### config.mk
export PLATFORM = sky130hd
export DESIGN_NAME = command_line_tokenizer
export DESIGN_NICKNAME = d
export VERILOG_FILES = /design/src/rtl/core/clt_pkg.sv /design/src/rtl/core/command_line_tokenizer.sv
export SDC_FILE = /design/constraint.sdc
export NUM_CORES = 1
export LEC_CHECK = 0
export ABC_CLOCK_PERIOD_IN_PS = 3800
export BUFFER_PORTS_ARGS = -buffer_cell sky130_fd_sc_hd__buf_2
export CORE_MARGIN = 2
export CORE_UTILIZATION = 57
export CTS_BUF_LIST = sky130_fd_sc_hd__clkbuf_8 sky130_fd_sc_hd__clkbuf_16
export DETAILED_ROUTE_END_ITERATION = 16
export PLACE_DENSITY = 0.88
export SYNTH_ARGS = -nofsm -noshare
export SYNTH_HDL_FRONTEND = slang
export SYNTH_SLANG_ARGS = --single-unit
### constraint.sdc
create_clock -name i_clk -period 3.8 [get_ports i_clk]
set_input_delay 0.38 -clock i_clk [delete_from_list [all_inputs] [get_ports i_clk]]
set_output_delay 0.38 -clock i_clk [all_outputs]
set_load 0.02 [all_outputs]
### src/rtl/core/clt_pkg.sv
package clt_pkg;

    localparam int TOKEN_LIMIT     = 16;
    localparam int TOKEN_LEN_LIMIT = 64;

    // Counter widths follow from the limits above.
    localparam int TOK_CNT_W  = $clog2(TOKEN_LIMIT + 1);
    localparam int CHAR_CNT_W = $clog2(TOKEN_LEN_LIMIT);
    localparam int TOK_EXT_W  = (TOK_CNT_W > 5) ? TOK_CNT_W : 5;

    localparam int IN_DATA_W  = 8;
    localparam int OUT_DATA_W = 24;

    localparam logic [7:0] CH_SPACE  = 8'h20;
    localparam logic [7:0] CH_TAB    = 8'h09;
    localparam logic [7:0] CH_DQUOTE = 8'h22;
    localparam logic [7:0] CH_SQUOTE = 8'h27;
    localparam logic [7:0] CH_BSLASH = 8'h5C;
    localparam logic [7:0] CH_LOW_N  = 8'h6E;
    localparam logic [7:0] CH_LOW_T  = 8'h74;
    localparam logic [7:0] CH_NL     = 8'h0A;
    localparam logic [7:0] CH_NUL    = 8'h00;

    function automatic logic [7:0] unescape(input logic [7:0] b);
        logic [7:0] r;
        r = b;
        if (b == CH_LOW_N) begin
            r = CH_NL;
        end else if (b == CH_LOW_T) begin
            r = CH_TAB;
        end
        return r;
    endfunction

endpackage

### src/rtl/core/command_line_tokenizer.sv
// Channel   Dir  Fields (low bit first)
// s_axis    in   tdata: in_byte[7:0]; tlast: line_last
// m_axis    out  tdata: tok_char[7:0], char_valid, token_done, token_number[3:0],
//                       tokens_in_line[4:0], zero fill; tlast: line_done
//
// One byte per cycle with no gaps while results are taken; each byte gives one result,
// which passes through the input register and then the result register.
// The lexer state advances as a byte moves into the result register.
// A stalled result holds the input register; a new byte is still taken in any
// cycle where the held byte moves on.
// Reset (synchronous, active low) empties both registers and clears the lexer.
module command_line_tokenizer
    import clt_pkg::*;
(
    input  logic                  i_clk,
    input  logic                  i_rst_n,
    input  logic                  s_axis_tvalid,
    output logic                  s_axis_tready,
    input  logic [IN_DATA_W-1:0]  s_axis_tdata,   // in_byte[7:0]
    input  logic                  s_axis_tlast,
    output logic                  m_axis_tvalid,
    input  logic                  m_axis_tready,
    output logic [OUT_DATA_W-1:0] m_axis_tdata,   // tok_char, char_valid, token_done,
                                                  // token_number, tokens_in_line, zeros
    output logic                  m_axis_tlast
);

    localparam logic [1:0] MODE_BETWEEN = 2'd0;
    localparam logic [1:0] MODE_WORD    = 2'd1;
    localparam logic [1:0] MODE_QUOTE   = 2'd2;
    localparam logic [1:0] MODE_FULL    = 2'd3;

    logic                  r_in_valid;
    logic [7:0]            r_in_byte;
    logic                  r_in_last;

    logic                  r_out_valid;
    logic [OUT_DATA_W-1:0] r_out_data;
    logic                  r_out_last;

    logic [1:0]            r_mode;
    logic                  r_quote_single;
    logic                  r_esc;
    logic [CHAR_CNT_W-1:0] r_chars;
    logic [TOK_CNT_W-1:0]  r_tokens;

    logic [1:0]            n_mode;
    logic                  n_quote_single;
    logic                  n_esc;
    logic [CHAR_CNT_W-1:0] n_chars;
    logic [TOK_CNT_W-1:0]  n_tokens;

    logic                  w_advance;
    logic                  w_blank;
    logic                  w_put;
    logic [7:0]            w_put_char;
    logic                  w_end;
    logic                  w_end_counted;
    logic [7:0]            w_tok_char;
    logic                  w_char_valid;
    logic                  w_token_done;
    logic [TOK_EXT_W-1:0]  w_old_ext;
    logic [TOK_EXT_W-1:0]  w_new_ext;
    logic [7:0]            w_close_quote;

    assign w_advance     = r_in_valid && (!r_out_valid || m_axis_tready);
    assign s_axis_tready = !r_in_valid || w_advance;

    assign w_blank       = (r_in_byte == CH_SPACE) || (r_in_byte == CH_TAB);
    assign w_close_quote = r_quote_single ? CH_SQUOTE : CH_DQUOTE;

    always_comb begin
        n_mode         = r_mode;
        n_quote_single = r_quote_single;
        n_esc          = r_esc;
        n_chars        = r_chars;
        n_tokens       = r_tokens;
        w_put          = 1'b0;
        w_put_char     = r_in_byte;
        w_end          = 1'b0;
        w_end_counted  = 1'b0;
        w_tok_char     = 8'h00;
        w_char_valid   = 1'b0;
        w_token_done   = 1'b0;

        if (r_mode != MODE_FULL) begin
            if (r_esc) begin
                n_esc      = 1'b0;
                w_put      = 1'b1;
                w_put_char = unescape(r_in_byte);
            end else begin
                case (r_mode)
                    MODE_BETWEEN: begin
                        if (w_blank || r_in_byte == CH_NUL) begin
                            n_mode = r_mode;
                        end else if (r_in_byte == CH_DQUOTE || r_in_byte == CH_SQUOTE) begin
                            n_mode         = MODE_QUOTE;
                            n_quote_single = (r_in_byte == CH_SQUOTE);
                        end else begin
                            n_mode = MODE_WORD;
                            if (r_in_byte == CH_BSLASH && !r_in_last) begin
                                n_esc = 1'b1;
                            end else begin
                                w_put = 1'b1;
                            end
                        end
                    end
                    MODE_WORD: begin
                        if (w_blank || r_in_byte == CH_NUL) begin
                            w_end         = 1'b1;
                            w_end_counted = (r_chars != '0);
                        end else if (r_in_byte == CH_BSLASH && !r_in_last) begin
                            n_esc = 1'b1;
                        end else begin
                            w_put = 1'b1;
                        end
                    end
                    default: begin
                        if (r_in_byte == CH_BSLASH && !r_in_last) begin
                            n_esc = 1'b1;
                        end else if (r_in_byte == w_close_quote) begin
                            w_end         = 1'b1;
                            w_end_counted = 1'b1;
                        end else begin
                            w_put = 1'b1;
                        end
                    end
                endcase
            end

            // Characters past the 63rd of a token are dropped silently.
            if (w_put && r_chars < CHAR_CNT_W'(TOKEN_LEN_LIMIT - 1)) begin
                n_chars      = r_chars + 1'b1;
                w_tok_char   = w_put_char;
                w_char_valid = 1'b1;
            end

            // The end of the line closes an open word or quoted token.
            if (r_in_last && !w_end) begin
                if (n_mode == MODE_WORD) begin
                    w_end         = 1'b1;
                    w_end_counted = (n_chars != '0);
                end else if (n_mode == MODE_QUOTE) begin
                    w_end         = 1'b1;
                    w_end_counted = 1'b1;
                end
            end

            if (w_end) begin
                if (w_end_counted) begin
                    w_token_done = 1'b1;
                    n_tokens     = r_tokens + 1'b1;
                end
                n_chars        = '0;
                n_quote_single = 1'b0;
                n_mode = (n_tokens == TOK_CNT_W'(TOKEN_LIMIT)) ? MODE_FULL : MODE_BETWEEN;
            end
        end
    end

    assign w_old_ext = TOK_EXT_W'(r_tokens);
    assign w_new_ext = TOK_EXT_W'(n_tokens);

    always_ff @(posedge i_clk) begin
        if (!i_rst_n) begin
            r_in_valid     <= 1'b0;
            r_out_valid    <= 1'b0;
            r_mode         <= MODE_BETWEEN;
            r_quote_single <= 1'b0;
            r_esc          <= 1'b0;
            r_chars        <= '0;
            r_tokens       <= '0;
        end else begin
            if (s_axis_tready) begin
                r_in_valid <= s_axis_tvalid;
            end
            if (w_advance) begin
                r_out_valid <= 1'b1;
            end else if (m_axis_tready) begin
                r_out_valid <= 1'b0;
            end
            if (w_advance) begin
                if (r_in_last) begin
                    r_mode         <= MODE_BETWEEN;
                    r_quote_single <= 1'b0;
                    r_esc          <= 1'b0;
                    r_chars        <= '0;
                    r_tokens       <= '0;
                end else begin
                    r_mode         <= n_mode;
                    r_quote_single <= n_quote_single;
                    r_esc          <= n_esc;
                    r_chars        <= n_chars;
                    r_tokens       <= n_tokens;
                end
            end
        end
    end

    always_ff @(posedge i_clk) begin
        if (s_axis_tready && s_axis_tvalid) begin
            r_in_byte <= s_axis_tdata;
            r_in_last <= s_axis_tlast;
        end
        if (w_advance) begin
            r_out_data <= {5'b00000, w_new_ext[4:0], w_old_ext[3:0],
                           w_token_done, w_char_valid, w_tok_char};
            r_out_last <= r_in_last;
        end
    end

    assign m_axis_tvalid = r_out_valid;
    assign m_axis_tdata  = r_out_data;
    assign m_axis_tlast  = r_out_last;

endmodule

## Yosys cells after proc, flatten, opt, wreduce, memory -nomap -nowiden

Cells that the tools add are included.

- Flip-flop bits (word level): 46
- Output and inout bits: 27
- Bits of input ports: 13

- Mux-type cells: 69
- Add/subtract/negate cells: 2
- $lt $le $gt $ge: 1
- Equal/unequal tests: 15
- Reduce and logical (&&, ||, !) cells: 26

Operators with widths:

| kind | number |
|---|---|
| 2-to-1 mux 1 bit | 41 |
| 2-to-1 mux 5 bit | 6 |
| 2-to-1 mux 6 bit | 5 |
| == test 8 x 6 -> 1 bit (second input constant) | 3 |
| == test 8 x 7 -> 1 bit (second input constant) | 3 |
| 2-to-1 mux 8 bit | 3 |
| 2-to-1 mux 2 bit | 9 |
| nonzero test 6 bit | 2 |
| == test 8 x 4 -> 1 bit (second input constant) | 1 |
| == test 8 x 6 -> 1 bit | 1 |
| logical NOT 8 bit | 1 |
| case mux 1 bit (2 select lines) | 4 |
| adder 6 x 1 -> 6 bit (second input constant) | 1 |
| less-than comparator 6 bit (second input constant) | 1 |
| inequality test 3 x 2 -> 1 bit (second input constant) | 2 |
| AND reduction 2 bit | 3 |
| AND reduction 6 bit | 1 |
| nonzero test 3 bit | 2 |
| adder 5 x 1 -> 5 bit (second input constant) | 1 |
| == test 5 bit (second input constant) | 1 |
| logical AND 1 bit | 5 |
| logical OR 1 bit | 5 |
| == test 2 x 1 -> 1 bit (second input constant) | 2 |
| logical NOT 1 bit | 4 |
| 5 further kinds | 6 |

## Depth between registers and ports, before layout

Gate-level depths: netlist of run 1.

- Depth after elaboration: 23
- Depth in mapped cells: 10

## Least setup slack after synthesis of run 1

No wires, ideal clock.

- Path kind: register -> register
- Start: register r_in_byte[4]
- End: register r_out_data[15] (netlist: m_axis_tdata[15]) (data pin)
- Arrival: 2.428 ns
- Setup time: 0.260 ns
- Slack: 1.112 ns
- Clock period less this slack: 2.688 ns
- Cell stages (with the launch flop): 10
- Path buffers: 0
- Path through: edfxtp_1 or4b_4 nor4_2 o21ai_2 o211ai_4 mux2_4 nand4_4 nand2_2 inv_2 mux2_4

- Longest elaborated chain between the ends: 20
- Elaborated cells between the ends (all ways): 55

RTL lines:

| item | RTL line | text |
|---|---|---|
| from (decl) | command_line_tokenizer.sv:34 | `logic [7:0] r_in_byte;` |
| from (signal assigned) | command_line_tokenizer.sv:202 | `r_in_byte <= s_axis_tdata;` |
| == test 8 x 7 -> 1 bit | command_line_tokenizer.sv:101, command_line_tokenizer.sv:112, command_line_tokenizer.sv:119 |  |
| logical AND 1 bit | command_line_tokenizer.sv:101, command_line_tokenizer.sv:112, command_line_tokenizer.sv:119 |  |
| 2-to-1 mux 1 bit | command_line_tokenizer.sv:101, command_line_tokenizer.sv:112 |  |
| 2-to-1 mux 1 bit | command_line_tokenizer.sv:96 | `end else if (r_in_byte == CH_DQUOTE \|\| r_in_byte == CH_SQUOTE) begin` |
| 2-to-1 mux 1 bit | command_line_tokenizer.sv:94 | `if (w_blank \|\| r_in_byte == CH_NUL) begin` |
| case mux 1 bit (2 select lines) | command_line_tokenizer.sv:92 | `case (r_mode)` |
| 2-to-1 mux 1 bit | command_line_tokenizer.sv:87 | `if (r_esc) begin` |
| 2-to-1 mux 1 bit | command_line_tokenizer.sv:86 | `if (r_mode != MODE_FULL) begin` |
| [... 5 more ...] | n/a |  |
| 2-to-1 mux 1 bit | command_line_tokenizer.sv:139 | `if (r_in_last && !w_end) begin` |
| 2-to-1 mux 1 bit | command_line_tokenizer.sv:86 |  |
| 2-to-1 mux 5 bit | command_line_tokenizer.sv:150 | `if (w_end_counted) begin` |
| 2-to-1 mux 5 bit | command_line_tokenizer.sv:149 | `if (w_end) begin` |
| 2-to-1 mux 5 bit | command_line_tokenizer.sv:86 |  |
| 2-to-1 mux 5 bit (*) | command_line_tokenizer.sv:149 |  |
| 2-to-1 mux 5 bit (*) | command_line_tokenizer.sv:86 |  |
| via n_tokens[1] | command_line_tokenizer.sv:51 | `logic [TOK_CNT_W-1:0] n_tokens;` |
| to (signal assigned) | command_line_tokenizer.sv:206 | `r_out_data <= {5'b00000, w_new_ext[4:0], w_old_ext[3:0],` |
| to (decl) | command_line_tokenizer.sv:38 | `logic [OUT_DATA_W-1:0] r_out_data;` |

Mark *: on every way through the listed nets, which the timed path passes. The rest lies on a longest branch. The select of a mux whose other input is x is not followed.
A chain may end at the register's enable or synchronous reset.

## Worst setup path after layout of run 1

- Start: register r_in_byte[2]
- End: register r_out_data[15] (netlist: m_axis_tdata[15]) (data pin)

The elaborated chain is that of the path after synthesis.

==> impl_metrics.toml, run 1 <==
[yosys]
syn-cell-area_sq_um = 2590
synth.distinct_cells = 69
synthFlopType = "edfxtp_1"
synthCells = 255
synth_edf_count = 29
ys_ff_latch = 46
synthArstFlopShare = 0
seq_area_frac_synth = 0.467
syn_avg_cell_area_sq_um = 10.2
synth_warnings = 0

[timing]
worst_slack_ps = 886
drv_slew = 0
final_hold_viol_count = 0
rsz0062_at_grt = "no"
fmax_ghz = 0.343
setup_viol = 0
worstMarginPinSlew_ps = 768
finalCritPeriodShare = 0.767
skew_ps = 2.33
min_period_ps = 2910
timing.slew.headroom = 0.487
fin_tns_setup_ps = 0

[worst_setup_path]
crit_fanout = 10
critPathTopFamily = "simple AND/OR/NAND/NOR gates"
crit_path_start_kind = "flip-flop"
cp_slowest_cell = "or4_4"
path_common_cell = "a211oi_4"
path_buf_inv = 1
max_stage_delay_ps = 590
cp.required_ps = 3850
path_class = "flip-flop to flip-flop"
endpoint_kind = "flip-flop"
crit_arrival_ps = 2970
crit_chain = "or4_4 > a211oi_4 > a32oi_2 > a211oi_4 > nor3_2 > nand4_4 > nand2_2 > inv_2 > mux2_4"

[clock_network]
cts_resized = 0
postCtsSetupRepairBufs = 0
clk_latency_ps = 290
clk_path_buf_depth = 2
cts_htree_levels = 2
clk_pin_slew_ps = 80
cts_tree = "built"
cts-root-buf = "clkbuf_8"
cts_made_buffers = 5
cts_sinks = 46
cts_hold_buffers = 0

[global_route]
grt_max_degree = 22
busiest_layer = "met2"
use_met3 = 0.0661
grt_antenna_before_repair = 0
grt_overflow = 0
grt_use_total = 0.209
use_met1 = 0.270
grt_pass1_vias = 1849
grt_pass1_wl_mm = 8.31
met2_usage = 0.321

[final_layout]
stdcell_count = 338
fin_util = 0.651
antenna_cells = 0
area_delta_synth_final_pct = 9.37
layout-drive-gt1-share = 0.231
nNetsFinal = 302
nFillCells = 325

[route]
final_antenna_net_count = 0
routed_wl_mm = 5.05
vias = 2041
post-route-drc-count = 0
vias_per_cell = 6.04
avgRoutedWirePerCell_um = 15.0
drtIter0Drc = 270
dr.pass1.iters = 5

[power_and_ir_drop]
swShare = 0.245
intPower_uw = 708
power_uw = 938
power_frac_comb = 0.105
power_switching_uw = 230
p_seq_frac = 0.604
clockPowerShare = 0.291
power_density_nw_per_um2 = 331
vdd.ir_drop.worst_v = 0.000222
cellLeakagePower_uw = 0.00103

[place]
dp_hpwl_mm = 3.60
routabilityCongestion = 0.912
dp.cells = 331
pre_cts_slack_ps = 918
port_buffers = 34

[floorplan]
rows = 24
die-area_sq_um = 5100
die_height_um = 71.4
ios = 40
die_w_um = 71.4
core_area_sq_um = 4350
initial_utilization = 0.595

[run_status]
status = "finished clean"

[run]
maxCapViolations = 0

[worst_hold_path]
hp-class = "input pin to flip-flop"
==> worst paths after layout <==
kind	slack, ps	startpoint	endpoint	depth (start not counted)
min reg2reg	530	r_in_valid	m_axis_tvalid	2
max	890	r_in_byte[2]	m_axis_tdata[15]	9
max reg2reg	890	r_in_byte[2]	m_axis_tdata[15]	9
min	250	s_axis_tdata[0]	r_in_byte[0]	1
==> cells in the mapped netlist (3+ instances only) <==
library cell | n | area share
edfxtp_1 | 29 | 0.34
nor2_1 | 25 | 0.036
nand2_1 | 19 | 0.028
dfxtp_1 | 17 | 0.13
a21oi_1 | 14 | 0.027
inv_1 | 12 | 0.017
o21ai_0 | 12 | 0.023
buf_4 | 7 | 0.020
nand3_1 | 7 | 0.014
nand4_1 | 7 | 0.017
and2_1 | 6 | 0.014
nand2b_1 | 5 | 0.012
nor3_1 | 5 | 0.0097
xnor2_1 | 5 | 0.017
a31oi_1 | 4 | 0.0097
buf_2 | 4 | 0.0077
o21a_1 | 4 | 0.012
a311oi_1 | 3 | 0.010
ha_1 | 3 | 0.014
o211ai_1 | 3 | 0.0087
or3_1 | 3 | 0.0072
==> cell families after synthesis <==
family,Yosys count,synth area share
other,1,0.00145
adders and majority gates,3,0.0145
and+or+nand+nor,103,0.229
DFF,46,0.467
AOI/OAI and AO/OA,65,0.196
buffers and inverters,27,0.0526
xor gates and xnor gates,7,0.0237
muxes,3,0.0155
==> per-stage QoR <==
stage / area (sq um) / hold WS, ps
2_1_floorplan: 2610 / 403
3_3_place_gp: 2750 / 498
3_5_place_dp: 2750 / 521
4_1_cts: 2830 / 248
5_1_grt: 2830 / 239
6_report: 2830 / 255
==> layout by cell type (no fill, tap or decap), types with 4 or more instances in the layout <==
cell / instances
and2_1: 6
nor3_1: 5
nand2b_1: 5
buf_2: 34
nand3_1: 7
conb_1: 5
inv_1: 13
o21ai_0: 12
a31oi_1: 4
edfxtp_1: 29
o21a_1: 4
clkbuf_8: 5
nand4_1: 7
dfxtp_1: 17
a21oi_1: 14
nand2_1: 19
nor2_1: 25
xnor2_1: 5
==> power groups by stage <==
stage	registers [uW]	logic (uW)	clock network, uW
after global placement	576	96.3	0
final	567	98.5	273
after global routing	569	108	303
after detailed placement	578	98.0	0
after floorplan	585	65.8	0
after CTS	567	98.3	278
==> cell type report <==
type | count | area (sq um) | area share
Inverter | 13 | 48.8 | 0.0172
Clock buffer | 5 | 68.8 | 0.0243
Tap cell | 52 | 65.1 | 0.0230
Timing Repair Buffer | 34 | 170 | 0.0600
Clock inverter | 2 | 11.3 | 0.00397
Sequential cell | 46 | 1210 | 0.427
Multi-Input combinational cell | 186 | 1260 | 0.444
==> registers in the layout, summed over array words and instances, names as in the netlist <==
signal	cells
m_axis_tvalid	1
r_in_last	1
r_chars	6
m_axis_tlast	1
m_axis_tdata	19
r_mode	2
r_in_byte	8
r_esc	1
r_in_valid	1
r_quote_single	1
r_tokens	5
==> worst reg2reg max path: stages (launching register included) <==
cell and delay (ps):
edfxtp_1 510, or4_4 590, a211oi_4 290, a32oi_2 170
a211oi_4 380, nor3_2 120, nand4_4 160, nand2_2 100
inv_2 70, mux2_4 290
==> per-layer routing <==
metal	share of wire	vias to the layer above
met1	0.43	929
met3	0.081	14
li1	-	1001
met2	0.46	97
met5	0	-
met4	0.023	0
Note: power is estimated with default switching activity, not from simulation.
==> inputs of run 2 (changes only) <==
Settings changed: ABC_AREA set to 1, ABC_CLOCK_PERIOD_IN_PS 3800 to 2330, CORE_UTILIZATION 57 to 51, PLACE_DENSITY 0.88 to 0.84.
Clock period 3.8 ns to 2.33 ns, I/O delays scaled along.
==> run 2 against run 1 <==
  * The flow now finishes with violations (negative setup slack)
  * Highest routed layer unchanged
  * Critical path type unchanged
  * Setup slack got worse by 1100 ps
  * Design area up 9.1%
  * Via count rose by 8.4%
==> impl_metrics.toml, run 2 <==
[worst_setup_path]
crit_fanout = 6
cp.required_ps = 2570
r2r_slack_ps = -240
endpoint_kind = "flip-flop"
path_class = "flip-flop to flip-flop"
crit_path_start_kind = "flip-flop"
crit_arrival_ps = 2810

[power_and_ir_drop]
power_uw = 1660
p_seq_frac = 0.555
swShare = 0.277
vdd.ir_drop.worst_v = 0.000393
intPower_uw = 1200
power_density_nw_per_um2 = 536
clockPowerShare = 0.304
power_frac_comb = 0.141
cellLeakagePower_uw = 0.00140
power_switching_uw = 459

[final_layout]
nFillCells = 353
nNetsFinal = 382
area_delta_synth_final_pct = 26.1
largest_reg_flops = 19
mostFrequentLayoutCell = "nand2_1"
stdcell_count = 421
fin_util = 0.659
layout-drive-gt1-share = 0.357
regArea_sq_um = 1210
fin_area_sq_um = 3090
multi_input_area_sq_um = 1160
antenna_cells = 0
final_cell_mix = "63 x nand2_1, 34 x inv_1, 34 x buf_2, 31 x buf_4, 29 x edfxtp_1"

[timing]
finalCritPeriodShare = 1.10
fin_tns_setup_ps = -3130
final_hold_viol_count = 0
worst_slack_ps = -241
rsz0062_at_grt = "yes"
worstMarginPinSlew_ps = 1000
fmax_ghz = 0.389
skew_ps = 11.4
drv_slew = 0
min_period_ps = 2570
timing.slew.headroom = 0.327
setup_viol = 19

[clock_network]
cts_sinks = 46
clk_pin_slew_ps = 100
cts_tree = "built"
clk_path_buf_depth = 2
cts-root-buf = "clkbuf_8"
cts_htree_levels = 2
cts_hold_buffers = 0
cts_made_buffers = 5
clk_latency_ps = 310

[route]
avgRoutedWirePerCell_um = 14.0
dr.pass1.iters = 5
routed_wl_mm = 5.90
drtIter0Drc = 150
final_antenna_net_count = 0
vias = 2213
post-route-drc-count = 0
vias_per_cell = 5.26

[global_route]
grt_use_total = 0.217
grt_pass1_wl_mm = 8.95
grt_antenna_before_repair = 0
grt_max_degree = 21
grt_pass1_vias = 2074
grt_overflow = 0

[yosys]
synthFlopType = "edfxtp_1"
seq_area_frac_synth = 0.494
synth.distinct_cells = 35
syn_avg_cell_area_sq_um = 8.23
synth_top_area_frac = 0.355
synth_edf_count = 29
syn-cell-area_sq_um = 2450
synthCells = 298
yosys.cell_count.top_type = "nand2_1"
ys_ff_latch = 46
synth_warnings = 0
yosys-top-cells-area = "edfxtp_1 36%, dfxtp_1 14%, nand2_1 11%"
yosys.area.top_type = "edfxtp_1"
synthTopCellsByCount = "73 x nand2_1, 36 x inv_1, 29 x edfxtp_1, 29 x nor2_1, 23 x nand3_1"
synthArstFlopShare = 0

[floorplan]
die_w_um = 73.3
initial_utilization = 0.523
ios = 40
core_area_sq_um = 4690
die-area_sq_um = 5380
rows = 25
die_height_um = 73.3

[place]
port_buffers = 34
routabilityCongestion = 0.907
place_area_sq_um = 2810
dp.cells = 402
dp_hpwl_mm = 3.81

[run_status]
status = "finished, violations left"
violations = "negative setup slack"

[run]
maxCapViolations = 0

[worst_hold_path]
hp-class = "input pin to flip-flop"
## run 2: changes by cell type in the layout (fill, tap and decap cells not counted), moves of 7 or more
cell / change
nand2_1: +44
buf_4: +31
inv_1: +21
nand2_2: +13
nand3_1: +11
o21ai_0: -9
inv_2: +7
nor2_2: +7
## run 2: cell families after synthesis
| logic type | after synthesis | share of synthesized area |
|---|---|---|
| DFF | 46 | 0.494 |
| other | 1 | 0.00153 |
| and+or+nand+nor | 153 | 0.283 |
| AOI/OAI and AO/OA | 37 | 0.0975 |
| adders and majority gates | 3 | 0.0153 |
| buffers and inverters | 52 | 0.0878 |
| xor gates and xnor gates | 6 | 0.0214 |
## run 2: power by group through the flow
stage / Clock (uW) / Combinational, uW / Sequential (uW)
2_1_floorplan: 0 / 120 / 958
3_3_place_gp: 0 / 205 / 935
3_5_place_dp: 0 / 209 / 937
4_1_cts: 505 / 215 / 919
5_1_grt: 540 / 257 / 923
6_report: 504 / 234 / 920
## run 2: worst paths after layout
| kind | start | endpoint | cells past startpoint |
|---|---|---|---|
| worst max-delay path | r_in_byte[1] | r_mode[1] | 19 |
| worst min-delay path | s_axis_tdata[1] | r_in_byte[1] | 1 |
| worst max register to register | r_in_byte[1] | r_mode[1] | 19 |
| worst min register to register | m_axis_tvalid | m_axis_tvalid | 2 |
## run 2: repair_timing
action | in CTS | in global routing
cloned | 1 | 0
resized for setup | 7 | 25
setup buffers | 5 | 5
endpoints found under the setup margin | 15 | 22
pin swaps | 9 | 10
## run 2: final cells by class
cell class,count,share of cell area
Clock buffer,5,0.0222
Clock inverter,3,0.00728
Inverter,43,0.0530
Multi-Input combinational cell,205,0.374
Sequential cell,46,0.392
Tap cell,54,0.0218
Timing Repair Buffer,65,0.130
## run 2: routing by layer
| metal | vias up | wire length (um) | global-route usage |
|---|---|---|---|
| met2 | 75 | 3020 | 0.382 |
| li1 | 1100 | - | - |
| met3 | 21 | 268 | 0.0370 |
| met4 | 0 | 177 | 0.0889 |
| met1 | 1017 | 2430 | 0.261 |
| met5 | - | 0 | 0 |
## run 2: metrics by stage
step | setup WS, ps | hold WS (ps)
floorplan | 153 | 332
global placement | -40.9 | 410
detailed placement | -149 | 411
CTS | -134 | 94.4
global route | -480 | 81.1
finish | -241 | 91.4
## run 2: critical path: stages, from the launching register on
cell and delay (ps):
edfxtp_1 450, inv_2 90, nor2_1 40, nand2_1 130, nand2_2 90, nand2_1 130
a41oi_1 190, nor2_1 280, nand3_1 130, nor2_2 120, nand3_2 90, nand2_2 80
nand2_4 70, nand2_4 110, nand2_1 60, o21ai_1 100, nand3_1 90, nand2_1 80
nand2_1 60, a21oi_2 110
